### config.mk
export PLATFORM = sky130hd
export DESIGN_NAME = cdf97_front
export DESIGN_NICKNAME = d
export VERILOG_FILES = /design/src/hdl/cdf97_lifting_wavelet_1d_defines.svh /design/src/hdl/cdf97_pkg.sv /design/src/hdl/cdf97_front.sv
export SDC_FILE = /design/constraint.sdc
export NUM_CORES = 1
export LEC_CHECK = 0
export BUFFER_PORTS_ARGS = -buffer_cell sky130_fd_sc_hd__buf_2
export CAP_MARGIN = 30
export CORE_MARGIN = 4
export CORE_UTILIZATION = 34
export DETAILED_ROUTE_END_ITERATION = 16
export GPL_TIMING_DRIVEN = 1
export MAX_ROUTING_LAYER = met4
export PLACE_DENSITY_LB_ADDON = 0.05
export SKIP_CTS_REPAIR_TIMING = 1
export SLEW_MARGIN = 20
export SYNTH_ARGS = -nofsm -noshare
export SYNTH_HDL_FRONTEND = slang
export SYNTH_SLANG_ARGS = --single-unit
### constraint.sdc
create_clock -name clk -period 2.05 [get_ports clk]
set_input_delay 0.41 -clock clk [delete_from_list [all_inputs] [get_ports clk]]
set_output_delay 0.41 -clock clk [all_outputs]
set_load 0.01 [all_outputs]
### src/hdl/cdf97_lifting_wavelet_1d_defines.svh
// assertion helpers for the wavelet block
`ifndef CDF97_LIFTING_WAVELET_1D_DEFINES_SVH
`define CDF97_LIFTING_WAVELET_1D_DEFINES_SVH

// a condition implies a consequence in the same cycle
`define CDF_ASSERT_IMP(label, cond, cons) \
    label: assert property (@(posedge clk) disable iff (!rst_n) (cond) |-> (cons)) \
        else $error("assertion failed");

// a condition implies a consequence in the next cycle
`define CDF_ASSERT_NEXT(label, cond, cons) \
    label: assert property (@(posedge clk) disable iff (!rst_n) (cond) |=> (cons)) \
        else $error("assertion failed");

`endif

### src/hdl/cdf97_pkg.sv
package cdf97_pkg;

    localparam int unsigned SW = 32;
    localparam int unsigned WW = 48;

    localparam logic signed [17:0] C_P1 = -18'sd103949;
    localparam logic signed [17:0] C_U1 = -18'sd3472;
    localparam logic signed [17:0] C_P2 = 18'sd57862;
    localparam logic signed [17:0] C_U2 = 18'sd29066;
    localparam logic signed [17:0] C_K  = 18'sd75340;
    localparam logic signed [17:0] C_RK = 18'sd57007;

    localparam logic CFG_INVERSE = 1'b0;
    localparam logic CFG_LENGTH  = 1'b1;

    // block descriptor handed from the front to the back
    typedef struct packed {
        logic       inverse;
        logic [6:0] len;
    } cdf_job_t;

    // saturate a 50 bit value to signed 48 bits
    function automatic logic signed [WW-1:0] sat48(input logic signed [WW+1:0] v);
        logic signed [WW+1:0] hi;
        logic signed [WW+1:0] lo;
        hi = {{2{1'b0}}, 1'b0, {(WW-1){1'b1}}};
        lo = -hi - 50'sd1;
        if (v > hi)
            sat48 = hi[WW-1:0];
        else if (v < lo)
            sat48 = lo[WW-1:0];
        else
            sat48 = v[WW-1:0];
    endfunction

endpackage

### src/hdl/cdf97_front.sv
module cdf97_front
    import cdf97_pkg::*;
#(
    parameter int unsigned MAX_LENGTH = 64,
    parameter int unsigned AW = 6
)(
    input  logic                 clk,
    input  logic                 rst_n,
    input  logic                 push,
    output logic                 full,
    input  logic signed [SW-1:0] sample_value,
    input  logic                 cfg_valid,
    output logic                 cfg_ready,
    input  logic                 cfg_index,
    input  logic                 cfg_index_hi,
    input  logic [6:0]           cfg_data,
    input  logic                 back_busy,
    output logic                 wr_en,
    output logic [AW-1:0]        wr_addr,
    output logic signed [WW-1:0] wr_data,
    output logic                 job_valid,
    output cdf_job_t             job
);

    localparam logic [6:0] CAP = 7'(MAX_LENGTH) & 7'h7e;

    logic       inverse_reg;
    logic [6:0] length_reg;
    logic [6:0] fill_reg;
    logic [6:0] fill_next;
    logic [6:0] eff;
    logic       accept;
    logic       done;

    always_comb
    begin
        eff = length_reg & 7'h7e;
        if (eff < 7'd2)
            eff = 7'd2;
        if (eff > CAP)
            eff = CAP;
    end

    // the store is owned by the back part until the block is out
    assign full      = back_busy;
    assign cfg_ready = 1'b1;
    assign accept    = push && !full;
    assign done      = accept && (fill_reg + 7'd1 >= eff);
    assign wr_en     = accept;
    assign wr_addr   = fill_reg[AW-1:0];
    assign wr_data   = {{(WW-SW-8){sample_value[SW-1]}}, sample_value, 8'd0};
    assign job_valid = done;
    assign job.inverse = inverse_reg;
    assign job.len     = eff;

    always_comb
    begin
        fill_next = fill_reg;
        if (accept)
            fill_next = done ? 7'd0 : fill_reg + 7'd1;
        if (cfg_valid && !cfg_index_hi)
            fill_next = 7'd0;
    end

    always_ff @(posedge clk or negedge rst_n)
    begin
        if (!rst_n)
        begin
            inverse_reg <= 1'b0;
            length_reg  <= 7'd64;
            fill_reg    <= 7'd0;
        end
        else
        begin
            fill_reg <= fill_next;
            if (cfg_valid && !cfg_index_hi)
            begin
                case (cfg_index)
                    CFG_INVERSE: inverse_reg <= cfg_data[0];
                    CFG_LENGTH:  length_reg  <= cfg_data;
                    default:     length_reg  <= length_reg;
                endcase
            end
        end
    end

endmodule

* Word-level counts from Yosys, hierarchy flattened *
Index checks and enable logic that the tools add are counted.
W data, S select, Z words.

word-level totals
  register bits after elaboration = 15
  bits in latches = 0
  RAM bits = 0
  ROM bits = 0
  input port bits = 46
  output and inout port bits = 66
  memories kept = 0

operators by class
  add/subtract/negate cells = 1
  multiply operators = 0
  div/mod/pow operators = 0
  magnitude comparators = 3
  equality and inequality tests = 0
  shifts and indexed selects = 0
  mux-type cells = 5
  bitwise gates (word level) = 1
  reductions and logical operators = 8

operators with widths
  kind                   number
  $mux W7                5
  $add A7 B1 Y7 const B  1
  $ge A7 B7 Y1           1
  $gt A7 B7 Y1 const B   1
  $lt A7 B2 Y1 const B   1
  $reduce_and A2 Y1      2
  $logic_and A1 B1 Y1    3
  $logic_not A1 Y1       2
  $reduce_bool A2 Y1     1
  $not A1 Y1             1

* Logic depth before layout (Yosys ltp) *
  word-level depth = 9
  depth in mapped cells = 9

* Worst setup path after synthesis *
OpenSTA, ideal clock, no wires.

  path type = reg-to-output
  start point = register fill_reg[0]
  end point = output job_valid
  data arrival time = 1.839 ns
  data required time = 1.640 ns
  setup slack = -0.199 ns
  stages on the path, launching flop included = 9
  path buffers = 0
  cell sequence = dfrtp_1 ha_1 nand3_1 nor2_1 xor2_1 ha_1 nand4_1 a311oi_2 o21a_1

on the way
  cells in the longest elaborated chain, start to end = 3

RTL lines
  what                    line               RTL
  start, declared         cdf97_front.sv:29  logic [6:0] fill_reg;
  start signal, assigned  cdf97_front.sv:75  fill_reg <= fill_next;
  $add A7 B1 Y7           cdf97_front.sv:48  assign done = accept && (fill_reg + 7'd1 >= eff);
  $ge A7 B7 Y1            cdf97_front.sv:48
  $logic_and A1 B1 Y1     cdf97_front.sv:48
  end, declared           cdf97_front.sv:21  output logic job_valid,

Every way passes these cells.

* Worst setup path in the final report *
  start point = register fill_reg[1]
  end point = output job_valid

Same word-level chain as after synthesis.

==> flow_metrics.env <==
export IMPL_ant_nets=0
export IMPL_ys_seq_area_frac=0.275
export IMPL_ys_async_sr_fraction=1.00
export IMPL_rsz0062_at_grt="true"
export IMPL_power_density_nw_per_um2=701
export IMPL_core_um2=3660
export IMPL_fp_dieW_um=69.3
export IMPL_worstSetupPathType="reg -> out"
export IMPL_rrSetupSlack_ns=-0.27
export IMPL_hold_ws_ns=0.0539
export IMPL_synth_edf_count=0
export IMPL_nets=200
export IMPL_gp_congestion=0.806
export IMPL_fin_util=0.376
export IMPL_clk_path_buf_depth=2
export IMPL_io_pins=112
export IMPL_yosys_top_cells_area="buf_4, dfrtp_1, mux2_2"
export IMPL_finalCriticalPeriod_ns=2.56
export IMPL_die_h_um=69.3
export IMPL_pre_cts_ws_ns=-0.290
export IMPL_synth_cell_types=28
export IMPL_r2r_start="fill_reg[1]"
export IMPL_areaGrowthSynthToFinish_pct=7.63
export IMPL_tightest_slew_ns=0.545
export IMPL_crit_end="job_valid"
export IMPL_finalSetupViolCount=8
export IMPL_drc=0
export IMPL_vias_per_cell=4.38
export IMPL_reg2reg_depth=11
export IMPL_rr_endpoint="fill_reg[0]"
export IMPL_peakVddDrop_v=0.000275
export IMPL_crit_path_start_kind="flip-flop"
export IMPL_p_leak_nw=0.745
export IMPL_crit_path_end_kind="output port"
export IMPL_cts_max_level=1
export IMPL_drive_gt1_frac=0.568
export IMPL_slew_viol_final=0
export IMPL_crit_slowest_cell="dfrtp_1"
export IMPL_worst_slack_ns=-0.508
export IMPL_syn_area_um2=1280
export IMPL_avgSynthCellArea_um2=9.07
export IMPL_final_common_cell="buf_2"
export IMPL_grt_max_degree=15
export IMPL_grt_util_all_layers=0.120
export IMPL_largest_reg_flops=7
export IMPL_max_stage_delay_ns=0.38
export IMPL_postLayoutCellArea_um2=1380
export IMPL_antenna_found_initial=0
export IMPL_violations="negative setup slack"
export IMPL_arrival_ns=2.15
export IMPL_dieArea_um2=4810
export IMPL_yosysWarningCount=0
export IMPL_fin_cells=194
export IMPL_worst_hold_path_type="in -> async"
export IMPL_max_cap_violations=0
export IMPL_clock_skew_ns=0.00625
export IMPL_total_power_mw=0.965
export IMPL_wl_per_cell_um=14.1
export IMPL_finalHoldViolCount=0
export IMPL_dp_cells=186
export IMPL_mostFrequentLayoutCells="buf_2, buf_4, dfrtp_1"
export IMPL_wirelength_um=2750
export IMPL_status="finished, violations left"
export IMPL_clkSinkCount=14
export IMPL_num_rows=22
export IMPL_syn_inst=141
export IMPL_nFillCells=397
export IMPL_synth_top_area_share=0.341
export IMPL_root_buffer="clkbuf_8"
export IMPL_synth_seq_cells=14
export IMPL_antenna_cells=0
export IMPL_placed_cell_area_um2=1220
export IMPL_clk_latency_ns=0.25
export IMPL_grt_pass1_wl_um=4490
export IMPL_cp_startpoint="fill_reg[1]"
export IMPL_cp_max_fo=3
export IMPL_cts_made_buffers=3
export IMPL_overflow=0
export IMPL_firstDrtPassIters=2
export IMPL_initial_core_util=0.349
export IMPL_final_setup_tns_ns=-2.17
export IMPL_clk_pin_slew_ns=0.07
export IMPL_max_freq_mhz=391
export IMPL_path_cells="ha_2 > nand3_4 > nor2_4 > xor2_2 > ha_1 > a21oi_2 > o21ai_0 > o21a_1 > buf_2"
export IMPL_slew_headroom=0.635
export IMPL_synth_top_cell_by_area="buf_4"
export IMPL_vias=849
export IMPL_post_route_period_util=1.25
export IMPL_grt_pass1_vias=925
export IMPL_hpwlAfterDp_um=2210
export IMPL_synthFlopType="dfrtp_1"
export IMPL_cts_tree="built"
export IMPL_drt_iter0_markers=28
export IMPL_port_buffers=29
export IMPL_critPathRequiredTime_ns=1.64
==> power by group <==
| group | total (mW) | switching [mW] | leakage (nW) | internal [mW] |
|---|---|---|---|---|
| clock | 0.282 | 0.111 | 0.0288 | 0.170 |
| combinational | 0.347 | 0.170 | 0.538 | 0.177 |
| sequential | 0.336 | 0.0223 | 0.178 | 0.314 |
| total | 0.965 | 0.304 | 0.745 | 0.661 |
==> layout make-up <==
type / count / area [µm²] / share of cell area
Clock buffer: 4 / 55.1 / 0.0400
Tap cell: 48 / 60.1 / 0.0436
Inverter: 7 / 26.3 / 0.0191
Timing Repair Buffer: 52 / 318 / 0.231
Multi-Input combinational cell: 69 / 566 / 0.411
Sequential cell: 14 / 352 / 0.255
==> synth_stat cells, types with 3 or more instances <==
master	count
a22o_2	5
buf_4	58
dfrtp_1	13
ha_1	7
inv_1	7
mux2_2	8
nand2_1	9
nand2b_1	3
nand3_1	3
nor2_1	6
xnor2_1	3
==> critical path: cells and delay by family, from the launching register on <==
family / cells / cell delay, ns
buf+inv: 1 / 0.14
flops: 1 / 0.38
compound gates: 3 / 0.45
fa+ha+maj: 2 / 0.52
xor+xnor: 1 / 0.19
simple gates: 2 / 0.23
==> worst min path at each step <==
stage / start / slack [ns] / to
2_1_floorplan: rst_n / 0.11 / fill_reg[0]
3_3_place_gp: rst_n / 0.34 / fill_reg[1]
3_5_place_dp: rst_n / 0.34 / fill_reg[1]
4_1_cts: rst_n / 0.06 / fill_reg[1]
5_1_grt: rst_n / 0.08 / fill_reg[1]
6_report: rst_n / 0.05 / fill_reg[1]
==> cell families (layout without fill, tap and decap cells) <==
family,count (synthesis),in the layout,synth area share
AO/OA/AOI/OAI,13,13,0.0871
XOR/XNOR,4,4,0.0274
adder cells (fa/ha/maj),7,7,0.0685
buffers and inverters,66,63,0.364
flip-flops,14,14,0.275
multiplexers,8,8,0.0705
other,2,10,0.00587
AND/OR/NAND/NOR,27,27,0.102
==> routing by layer <==
metal / vias to the layer above / GRT usage / wire [µm]
li1: 402 / - / -
met1: 385 / 0.144 / 1140
met2: 46 / 0.173 / 1290
met3: 16 / 0.0507 / 249
met4: 0 / 0.0586 / 64
met5: - / - / 0
Power figures use the tool's default switching activity.
